$ cat config.mk
export PLATFORM = sky130hd
export DESIGN_NAME = ps2_mouse_packet_decoder
export DESIGN_NICKNAME = d
export VERILOG_FILES = /design/src/design/pdec_pkg.sv /design/src/design/pdec_front.sv /design/src/design/pdec_queue.sv /design/src/design/pdec_back.sv /design/src/design/ps2_mouse_packet_decoder.sv
export SDC_FILE = /design/constraint.sdc
export NUM_CORES = 1
export LEC_CHECK = 0
export BUFFER_PORTS_ARGS = -buffer_cell sky130_fd_sc_hd__buf_2
export CAP_MARGIN = 10
export CORE_MARGIN = 4
export CORE_UTILIZATION = 60
export DETAILED_ROUTE_END_ITERATION = 12
export PLACE_DENSITY = 0.79
export SLEW_MARGIN = 30
export SYNTH_ARGS = -nofsm -noshare
export SYNTH_HDL_FRONTEND = slang
export SYNTH_SLANG_ARGS = --single-unit
$ cat constraint.sdc
create_clock -name clk -period 3.9 [get_ports clk]
set_input_delay 0.195 -clock clk [delete_from_list [all_inputs] [get_ports clk]]
set_output_delay 0.195 -clock clk [all_outputs]
set_load 0.02 [all_outputs]
$ cat src/design/pdec_pkg.sv
// Shared types and codes for the PS/2 mouse packet decoder.
// No dependencies; every design file imports this package.
package pdec_pkg;

  localparam int unsigned ButtonCount = 4;
  localparam int unsigned EventBits   = ButtonCount + 1;
  localparam int unsigned QueueDepth  = 2;

  typedef enum logic [1:0] {
    EV_MOVE    = 2'd0,
    EV_PRESS   = 2'd1,
    EV_RELEASE = 2'd2
  } event_kind_t;

  // One completed packet; ev_mask bit 0 is motion, bits 1..4 are button changes.
  typedef struct packed {
    logic [EventBits-1:0]   ev_mask;
    logic [ButtonCount-1:0] buttons;
    logic [7:0]             dx;
    logic [7:0]             dy_raw;
  } pkt_desc_t;

  typedef struct packed {
    event_kind_t        kind;
    logic [2:0]         button;
    logic signed [7:0]  dx;
    logic signed [8:0]  dy;
    logic               last;
  } mouse_event_t;

endpackage

$ cat src/design/pdec_front.sv
// Front end: collects flagged bytes into three-byte packets and classifies them.
// Depends on pdec_pkg; feeds pdec_queue.
module pdec_front
  import pdec_pkg::*;
(
  input  logic      clk,
  input  logic      rst_n,
  input  logic      in_push,
  output logic      in_full,
  input  logic      in_aux_flag,
  input  logic [7:0] in_data_byte,
  input  logic      q_full,
  output logic      q_push,
  output pkt_desc_t q_desc
);

  logic [1:0]             pos_r, pos_nxt;
  logic [7:0]             pkt0_r, pkt1_r;
  logic [ButtonCount-1:0] prev_r, prev_nxt;
  logic                   take;
  logic                   complete;
  logic [ButtonCount-1:0] change;
  logic                   move;

  assign in_full  = q_full;
  assign take     = in_push & ~q_full & in_aux_flag;
  assign complete = take & pos_r[1];
  assign change   = pkt0_r[ButtonCount-1:0] ^ prev_r;
  assign move     = (pkt1_r != 8'd0) || (in_data_byte != 8'd0);

  always_comb begin
    pos_nxt  = pos_r;
    prev_nxt = prev_r;
    if (take) begin
      if (pos_r[1]) begin
        pos_nxt  = 2'd0;
        prev_nxt = pkt0_r[ButtonCount-1:0];
      end else begin
        pos_nxt = pos_r + 2'd1;
      end
    end
  end

  assign q_push         = complete & (move | (|change));
  assign q_desc.ev_mask = {change, move};
  assign q_desc.buttons = pkt0_r[ButtonCount-1:0];
  assign q_desc.dx      = pkt1_r;
  assign q_desc.dy_raw  = in_data_byte;

  always_ff @(posedge clk) begin
    if (!rst_n) begin
      pos_r  <= 2'd0;
      prev_r <= '0;
    end else begin
      pos_r  <= pos_nxt;
      prev_r <= prev_nxt;
    end
  end

  always_ff @(posedge clk) begin
    if (take && !pos_r[1]) begin
      if (pos_r[0]) begin
        pkt1_r <= in_data_byte;
      end else begin
        pkt0_r <= in_data_byte;
      end
    end
  end

  a_pos_range: assert property (@(posedge clk) disable iff (!rst_n) pos_r != 2'd3)
    else $error("byte position out of range");
  a_push_nonempty: assert property (@(posedge clk) disable iff (!rst_n)
    q_push |-> (q_desc.ev_mask != '0))
    else $error("packet with no events queued");
  a_prev_update: assert property (@(posedge clk) disable iff (!rst_n)
    complete |=> (prev_r == $past(pkt0_r[ButtonCount-1:0])))
    else $error("button state not updated on packet end");

endmodule

$ cat src/design/pdec_queue.sv
// Two-entry queue of packet descriptors between front and back end.
// Depends on pdec_pkg.
module pdec_queue
  import pdec_pkg::*;
(
  input  logic      clk,
  input  logic      rst_n,
  input  logic      push,
  input  pkt_desc_t push_desc,
  output logic      full,
  input  logic      pop,
  output logic      valid,
  output pkt_desc_t head
);

  localparam int unsigned PtrW = $clog2(QueueDepth);

  pkt_desc_t         mem [QueueDepth];
  logic [PtrW-1:0]   wr_r, wr_nxt, rd_r, rd_nxt;
  logic [PtrW:0]     cnt_r, cnt_nxt;
  logic              do_push, do_pop;

  assign full    = (cnt_r == (PtrW+1)'(QueueDepth));
  assign valid   = (cnt_r != '0);
  assign head    = mem[rd_r];
  assign do_push = push & ~full;
  assign do_pop  = pop & valid;

  always_comb begin
    wr_nxt  = do_push ? wr_r + 1'b1 : wr_r;
    rd_nxt  = do_pop ? rd_r + 1'b1 : rd_r;
    cnt_nxt = cnt_r;
    if (do_push && !do_pop) begin
      cnt_nxt = cnt_r + 1'b1;
    end else if (!do_push && do_pop) begin
      cnt_nxt = cnt_r - 1'b1;
    end
  end

  always_ff @(posedge clk) begin
    if (!rst_n) begin
      wr_r  <= '0;
      rd_r  <= '0;
      cnt_r <= '0;
    end else begin
      wr_r  <= wr_nxt;
      rd_r  <= rd_nxt;
      cnt_r <= cnt_nxt;
    end
  end

  always_ff @(posedge clk) begin
    if (do_push) begin
      mem[wr_r] <= push_desc;
    end
  end

  a_cnt_bound: assert property (@(posedge clk) disable iff (!rst_n)
    cnt_r <= (PtrW+1)'(QueueDepth))
    else $error("descriptor queue overflow");
  a_no_drop: assert property (@(posedge clk) disable iff (!rst_n) push |-> !full)
    else $error("descriptor pushed into full queue");
  a_ptr_sync: assert property (@(posedge clk) disable iff (!rst_n)
    (cnt_r == '0) |-> (wr_r == rd_r))
    else $error("queue pointers disagree with count");

endmodule

$ cat src/design/pdec_back.sv
// Back end: walks each packet descriptor and emits one event per cycle, while the
// two-entry result queue has room, into that queue. Depends on pdec_pkg.
module pdec_back
  import pdec_pkg::*;
(
  input  logic         clk,
  input  logic         rst_n,
  input  logic         q_valid,
  input  pkt_desc_t    q_head,
  output logic         q_pop,
  output logic         out_empty,
  input  logic         out_pop,
  output mouse_event_t out_event
);

  localparam int unsigned PtrW = $clog2(QueueDepth);

  logic [EventBits-1:0] done_r, done_nxt;
  logic [EventBits-1:0] pending, sel_mask;
  logic [2:0]           sel_idx;
  logic                 emit, room;
  mouse_event_t         ev;
  mouse_event_t         obuf [QueueDepth];
  logic [PtrW-1:0]      owr_r, ord_r;
  logic [PtrW:0]        ocnt_r, ocnt_nxt;
  logic                 o_pop;

  assign pending = q_head.ev_mask & ~done_r;

  always_comb begin
    sel_idx = 3'd0;
    for (int i = EventBits - 1; i >= 0; i--) begin
      if (pending[i]) begin
        sel_idx = 3'(i);
      end
    end
  end

  assign sel_mask = EventBits'(1) << sel_idx;
  assign room     = (ocnt_r != (PtrW+1)'(QueueDepth));
  assign emit     = q_valid & room & (pending != '0);
  assign q_pop    = emit & ((pending & ~sel_mask) == '0);

  always_comb begin
    done_nxt = done_r;
    if (q_pop) begin
      done_nxt = '0;
    end else if (emit) begin
      done_nxt = done_r | sel_mask;
    end
  end

  always_comb begin
    ev.last = ((pending & ~sel_mask) == '0);
    if (sel_idx == 3'd0) begin
      ev.kind   = EV_MOVE;
      ev.button = 3'd0;
      ev.dx     = q_head.dx;
      ev.dy     = 9'sd0 - $signed({q_head.dy_raw[7], q_head.dy_raw});
    end else begin
      ev.kind   = q_head.buttons[2'(sel_idx - 3'd1)] ? EV_PRESS : EV_RELEASE;
      ev.button = sel_idx;
      ev.dx     = '0;
      ev.dy     = '0;
    end
  end

  assign out_empty = (ocnt_r == '0);
  assign out_event = obuf[ord_r];
  assign o_pop     = out_pop & ~out_empty;

  always_comb begin
    ocnt_nxt = ocnt_r;
    if (emit && !o_pop) begin
      ocnt_nxt = ocnt_r + 1'b1;
    end else if (!emit && o_pop) begin
      ocnt_nxt = ocnt_r - 1'b1;
    end
  end

  always_ff @(posedge clk) begin
    if (!rst_n) begin
      done_r <= '0;
      owr_r  <= '0;
      ord_r  <= '0;
      ocnt_r <= '0;
    end else begin
      done_r <= done_nxt;
      owr_r  <= emit ? owr_r + 1'b1 : owr_r;
      ord_r  <= o_pop ? ord_r + 1'b1 : ord_r;
      ocnt_r <= ocnt_nxt;
    end
  end

  always_ff @(posedge clk) begin
    if (emit) begin
      obuf[owr_r] <= ev;
    end
  end

  a_head_live: assert property (@(posedge clk) disable iff (!rst_n)
    q_valid |-> (pending != '0))
    else $error("queued packet has no pending event");
  a_done_clear: assert property (@(posedge clk) disable iff (!rst_n)
    !q_valid |-> (done_r == '0))
    else $error("progress mask set with no packet");
  a_ocnt_bound: assert property (@(posedge clk) disable iff (!rst_n)
    ocnt_r <= (PtrW+1)'(QueueDepth))
    else $error("result queue overflow");
  a_pop_last: assert property (@(posedge clk) disable iff (!rst_n)
    emit |-> (q_pop == ev.last))
    else $error("descriptor retired out of step with last event");

endmodule

$ cat src/design/ps2_mouse_packet_decoder.sv
// PS/2 mouse packet decoder top level: front end, descriptor queue, back end.
// Accepts one byte per cycle while the two-entry descriptor queue has room.
// First event of a packet is registered in the descriptor queue, then in the result queue, before it is poppable.
// Back end emits one event per cycle while the result queue has room; a packet yields 1 to 5 events.
// Synchronous active-low reset clears byte position, button state and queues.
module ps2_mouse_packet_decoder
  import pdec_pkg::*;
(
  input  logic              clk,
  input  logic              rst_n,
  input  logic              in_push,
  output logic              in_full,
  input  logic              in_aux_flag,
  input  logic [7:0]        in_data_byte,
  output logic              out_empty,
  input  logic              out_pop,
  output logic [1:0]        out_event_kind,
  output logic [2:0]        out_button_number,
  output logic signed [7:0] out_delta_x,
  output logic signed [8:0] out_delta_y,
  output logic              out_last_event
);

  logic         q_push, q_full, q_valid, q_pop;
  pkt_desc_t    q_desc, q_head;
  mouse_event_t ev;

  pdec_front u_front (
    .clk          (clk),
    .rst_n        (rst_n),
    .in_push      (in_push),
    .in_full      (in_full),
    .in_aux_flag  (in_aux_flag),
    .in_data_byte (in_data_byte),
    .q_full       (q_full),
    .q_push       (q_push),
    .q_desc       (q_desc)
  );

  pdec_queue u_queue (
    .clk       (clk),
    .rst_n     (rst_n),
    .push      (q_push),
    .push_desc (q_desc),
    .full      (q_full),
    .pop       (q_pop),
    .valid     (q_valid),
    .head      (q_head)
  );

  pdec_back u_back (
    .clk       (clk),
    .rst_n     (rst_n),
    .q_valid   (q_valid),
    .q_head    (q_head),
    .q_pop     (q_pop),
    .out_empty (out_empty),
    .out_pop   (out_pop),
    .out_event (ev)
  );

  assign out_event_kind    = ev.kind;
  assign out_button_number = ev.button;
  assign out_delta_x       = ev.dx;
  assign out_delta_y       = ev.dy;
  assign out_last_event    = ev.last;

endmodule

# [Yosys cells after proc, flatten, opt, wreduce, memory -nomap -nowiden]
# Memories as Yosys holds them, arrays and structs flattened. A register that Yosys moved wholly into a read port is not among the register bits.
# Cells that the tools add are included.
[word_totals] ff_bits=31 ram_bits=96 in_bits=13 output_inout_bits=25 n_memories=2
[memory_table] name="u_queue.mem" depth=2 width=25 read_ports=1 rd_clocked_by_memory_dff=1 wr=1 line="pdec_queue.sv:18" text="pkt_desc_t mem [QueueDepth];"
[memory_table] name="u_back.obuf" depth=2 width=23 read_ports=1 rd_clocked_by_memory_dff=1 wr=1 line="pdec_back.sv:23" text="mouse_event_t obuf [QueueDepth];"
[op_classes] n_addsub=11 order_cmp=1 eq_ne=2 shift=1 n_mux=22 n_bitwise=21 n_reduce_logical=25
[op_table] op="$mux 22" count=1
[op_table] op="$reduce_bool 8->1" count=2
[op_table] op="$mux 3" count=5
[op_table] op="$mux 2" count=6
[op_table] op="$and 1x1->1" count=10
[op_table] op="$and 5x5->5" count=2
[op_table] op="$not 5->5" count=2
[op_table] op="$mux 1" count=9
[op_table] op="$sub 1x8->9 const A" count=1
[op_table] op="$add 2x1->2 const B" count=3
[op_table] op="$reduce_and 2->1" count=3
[op_table] op="$reduce_bool 2->1" count=3
[op_table] op="$sub 2x1->2 const B" count=3
[op_table] op="$logic_and 1x1->1" count=5
[op_table] op="$logic_not 1->1" count=5
[op_table] op="$logic_not 5->1" count=1
[op_table] op="$or 5x5->5" count=1
[op_table] op="$reduce_bool 5->1" count=1
[op_table] op="$shl 1x3->5 const A" count=1
[op_table] op="$add 1x1->1 const B" count=4
[op_table] op="$not 1->1" count=4
[op_table] op="$reduce_or 4->1" count=1
[op_table] op="$xor 4x4->4" count=1
[op_table] op="$logic_not 3->1" count=1
[op_table] op="other kinds (8)" count=8

# [Longest topological paths before layout]
[depth] word_depth=16 mapped_depth=14 ltp_nobuf=13

# [By module]
# From an unflattened synthesis, not the netlist that was laid out.
[hier_totals] cells_unflattened=342 area_unflattened_um2=5345.1
[by_module_without_submodules] mod="pdec_back" instances=1 cells_each=184 area_per_inst_um2=2544.9
[by_module_without_submodules] mod="pdec_queue" instances=1 cells_each=103 area_per_inst_um2=2039.5
[by_module_without_submodules] mod="pdec_front" instances=1 cells_each=55 area_per_inst_um2=760.7

# [Worst setup path before layout]
# OpenSTA, ideal clock, no wires.
[synth_timing] path_kind="register -> register" from="register with a tool-made name" to="register u_queue.cnt_r[1]" arrival_time_ps=2885 path_slack_ps=944 stages_incl_launch_ff=13 synth_period_minus_slack_ps=2956 path_cell_list="dfxtp_1 -> buf_6 -> mux2_4 -> o2bb2ai_4 -> nand3_1 -> ha_1 -> inv_1 -> o32a_4 -> nor3_4 -> inv_1 -> ha_1 -> or3_1 -> a21oi_1"
[synth_rtl] item="to (signal assigned)" line="pdec_queue.sv:48" text="cnt_r <= cnt_nxt;"
[synth_rtl] item="to (decl)" line="pdec_queue.sv:20" text="logic [PtrW:0] cnt_r, cnt_nxt;"

==> qor.txt <==
Post-CTS setup buffers - 0
Worst path required time - 4320 ps
Grt met2 use - 32.0%
Post-route ant nets - 0
Global-route wire length before repair - 15700 um
Vias in the first global route - 3107
Largest net degree at the start of global routing - 26
Cells after synthesis - 357
Dpl hpwl - 6150 um
Post-CTS Resized - 0
Die Span Y - 102 um
Post-synth EDFFs - 108
Syn_nets - 377
Crit path capture - u_queue.cnt_r[1]$_SDFFE_PN0P_
Rows - 34
DR WL/cell - 18.3 um
Max-cap violations - 0
Vias - 3070
Rel. slew slack - 51.5%
CTS Buf Count - 17
RSZ-0062 raised after global routing - no
GR Overflow Total - 0
Worst reg2reg path depth - 12
CTS tree - done
Sw power - 823 uW
Layout area overhead - 19.2%
DR DRC count - 0
Power Density - 554 mW/mm^2
PortBufs - 37
Warnings from Yosys - 0
Post-Route WL - 9830 um
Max H-tree Level - 4
Fin Setup TNS - 0 ps
Synth cell types - 54
WHS - 90.3 ps
Critical path class - reg -> reg
Most Crowded Layer GR - met2
Post-synthesis register bit count - 129
Setup crit start kind - flop
Worst reg-to-reg setup slack - 430 ps
Routability cong. - 0.880
Synth Area in Adders - 1.64%
Combinational power share - 9.0%
Most common flop cell mapped by yosys - edfxtp_1
Xor/xnor share of the synthesized area - 2.46%
Max-slew violations - 0
Peak VDD IR - 525 uV
Synth async-reset ratio - 0%
Int Pwr - 2.71 mW
Post-Syn Area - 0.00535 sq mm
Core footprint - 0.00868 sq mm
IO Count - 38
DRT iter0 DRCs - 160
Sequential fraction of the synthesis area - 68.5%
Syn Area/Cell - 15.0 sq um
Simple-Gate Fraction of Synth Area - 8.12%
Hold crit path type - in -> reg
Max Buffers Root-to-Sink - 2
Worst EP arrival - 3900 ps
Placed instance area - 0.00566 sq mm
First-pass DRT Iterations - 4
Tcrit/Tclk final - 89.0%
Clock Sinks - 129
Status - finished, final reports clean
Root buffer cell - clkbuf_8
Seq pwr share - 44.6%
Fillers - 550
Synth Area in Compound Gates - 6.72%
Initial Util - 61.6%
Via/cell ratio - 5.71
Met3 usage - 5.87%
GR Util met1 - 26.9%
Clk pwr share - 46.4%
Die width - 102 um
Mux share of post-synthesis cell area - 10.3%
Final core utilization - 73.4%
Seq. cell area - 0.00366 sq mm
Placed cell count - 498
Largest family of logic cells by synthesized area - multiplexers
Worst skew pair latency - 520 ps
Max Freq - 0.288 GHz
LEAKAGE - 2.27 nW
Final Setup Violations - 0
Final Hold Viols - 0
Final min period - 3470 ps
Clock Skew - 13.9 ps
Crit Reg-Reg Endpoint - u_queue.cnt_r[1]$_SDFFE_PN0P_
Worst Setup End Kind - flop
Area of the multi-input gates - 0.00158 sq mm
Sw Ratio - 23.3%
Worst-margin pin slew - 727 ps
Total track usage - 20.3%
Fraction of layout cells with a size suffix above 1 - 26.7%
Clk slew on worst S/H paths - 60 ps
Initial antenna violation count - 0
Die footprint - 0.0105 sq mm
N_diodes - 0
CP max FO - 8
Non-Filler Instances - 538
Post-Layout Inst Area - 0.00637 sq mm
Nets - 438
synth_stat cells (2+ instances only):
library cell  number  area share [%]
a21oi_1           11             1.0
a31oi_1            5            0.59
buf_2              3            0.28
buf_4              2            0.28
clkbuf_1           2            0.14
dfxtp_1           21             7.9
edfxtp_1         108              61
ha_1               7             1.6
inv_1             16             1.1
mux2_2            23             4.8
mux2i_1           22             4.1
mux2i_4            2            0.84
nand2_1            7            0.49
nand2b_1           6            0.70
nand3_1            3            0.28
nand4_1            2            0.23
nor2_1            39             2.7
nor3_1             9            0.84
nor3b_1            2            0.28
nor4_1             5            0.59
o2111ai_1          2            0.33
o21ai_0            6            0.56
o221ai_1           3            0.49
o32ai_1            3            0.49
or2_2              3            0.35
or3_1              4            0.47
xor2_1            14             2.3
cells in the final DEF (no fill, tap or decap), drive strengths merged, types with 2 or more instances in the layout:
cell	n
edfxtp	108
buf	42
nor2	39
mux2i	25
mux2	24
dfxtp	21
inv	20
clkbuf	17
xor2	14
a21oi	12
nor3	10
dlygate4sd3	9
nand2	7
ha	7
nand2b	6
o21ai	6
nor4	6
clkinv	6
a31oi	5
or3	4
bufinv	4
or2	4
nand3	3
o32ai	3
o221ai	3
nand4	2
o2111ai	2
nor3b	2
a211oi	2
o32a	2
state kept, by name, summed over array words and instances, names as in the netlist, named ones only:
register	flops
u_queue.mem	50
u_back.obuf	46
u_front.pkt1_r	8
u_back.done_r	5
u_front.pkt0_r	4
u_front.prev_r	4
u_back.ocnt_r	2
u_front.pos_r	2
u_queue.cnt_r	2
u_back.ord_r	1
u_back.owr_r	1
u_queue.rd_r	1
u_queue.wr_r	1
kinds of logic (layout without fill, tap and decap cells):
group / after synthesis / count (layout)
flip-flops: 129 / 129
AO/OA/AOI/OAI: 44 / 44
adder cells (fa/ha/maj): 7 / 7
AND/OR/NAND/NOR: 87 / 87
XOR/XNOR: 15 / 15
buffers and inverters: 26 / 99
multiplexers: 49 / 49
stage by stage:
step	power [mW]	setup slack (ps)
after detailed placement	1.92	479
final	3.53	428
after global placement	1.91	585
after CTS	3.56	422
after floorplan	1.82	944
after global routing	3.66	170
how the worst min path moves through the flow:
| stage | from | endpoint | slack [ps] | depth (start not counted) |
|---|---|---|---|---|
| CTS | in_push | u_front.pos_r[1]$_SDFFE_PN0P_ | 70 | 4 |
| finish | in_push | u_front.pos_r[1]$_SDFFE_PN0P_ | 90 | 4 |
| floorplan | in_data_byte[0] | u_front.pkt0_r[0]$_DFFE_PP_ | 290 | 0 |
| global route | in_push | u_front.pos_r[1]$_SDFFE_PN0P_ | 90 | 4 |
| global placement | in_data_byte[0] | u_front.pkt0_r[0]$_DFFE_PP_ | 440 | 1 |
| detailed placement | in_data_byte[0] | u_front.pkt1_r[0]$_DFFE_PP_ | 440 | 1 |
power by group through the flow:
| stage | Sequential (mW) | Combinational [mW] | Clock (mW) |
|---|---|---|---|
| after CTS | 1.58 | 0.321 | 1.66 |
| after floorplan | 1.57 | 0.250 | 0 |
| after global routing | 1.58 | 0.340 | 1.73 |
| after detailed placement | 1.60 | 0.311 | 0 |
| final | 1.58 | 0.318 | 1.64 |
| after global placement | 1.60 | 0.308 | 0 |
worst max-delay path: stages (launching register included):
cell	delay, ps
dfxtp_1	600
mux2i_4	400
a211o_1	200
a21oi_2	100
inv_1	100
ha_1	250
inv_1	70
o32a_4	390
nor3_4	320
inv_1	110
ha_1	350
or3_1	360
a21oi_1	140
metal layers:
metal	share of wire, %	vias up
met5	0	-
met3	5.2	14
met2	48	91
met1	45	1494
met4	1.4	0
li1	-	1471
final cells by class:
type	count	area share (%)
Clock buffer	17	6.50
Clock inverter	14	3.22
Inverter	17	1.00
Multi-Input combinational cell	202	24.8
Sequential cell	129	57.5
Tap cell	108	2.12
Timing Repair Buffer	51	4.91
timing repair:
action / CTS / global route
hold buffers: 9 / 0
setup endpoints to repair: 0 / 0
hold endpoints to repair: 30 / 0
No activity file was read; power rests on OpenSTA's default activity.
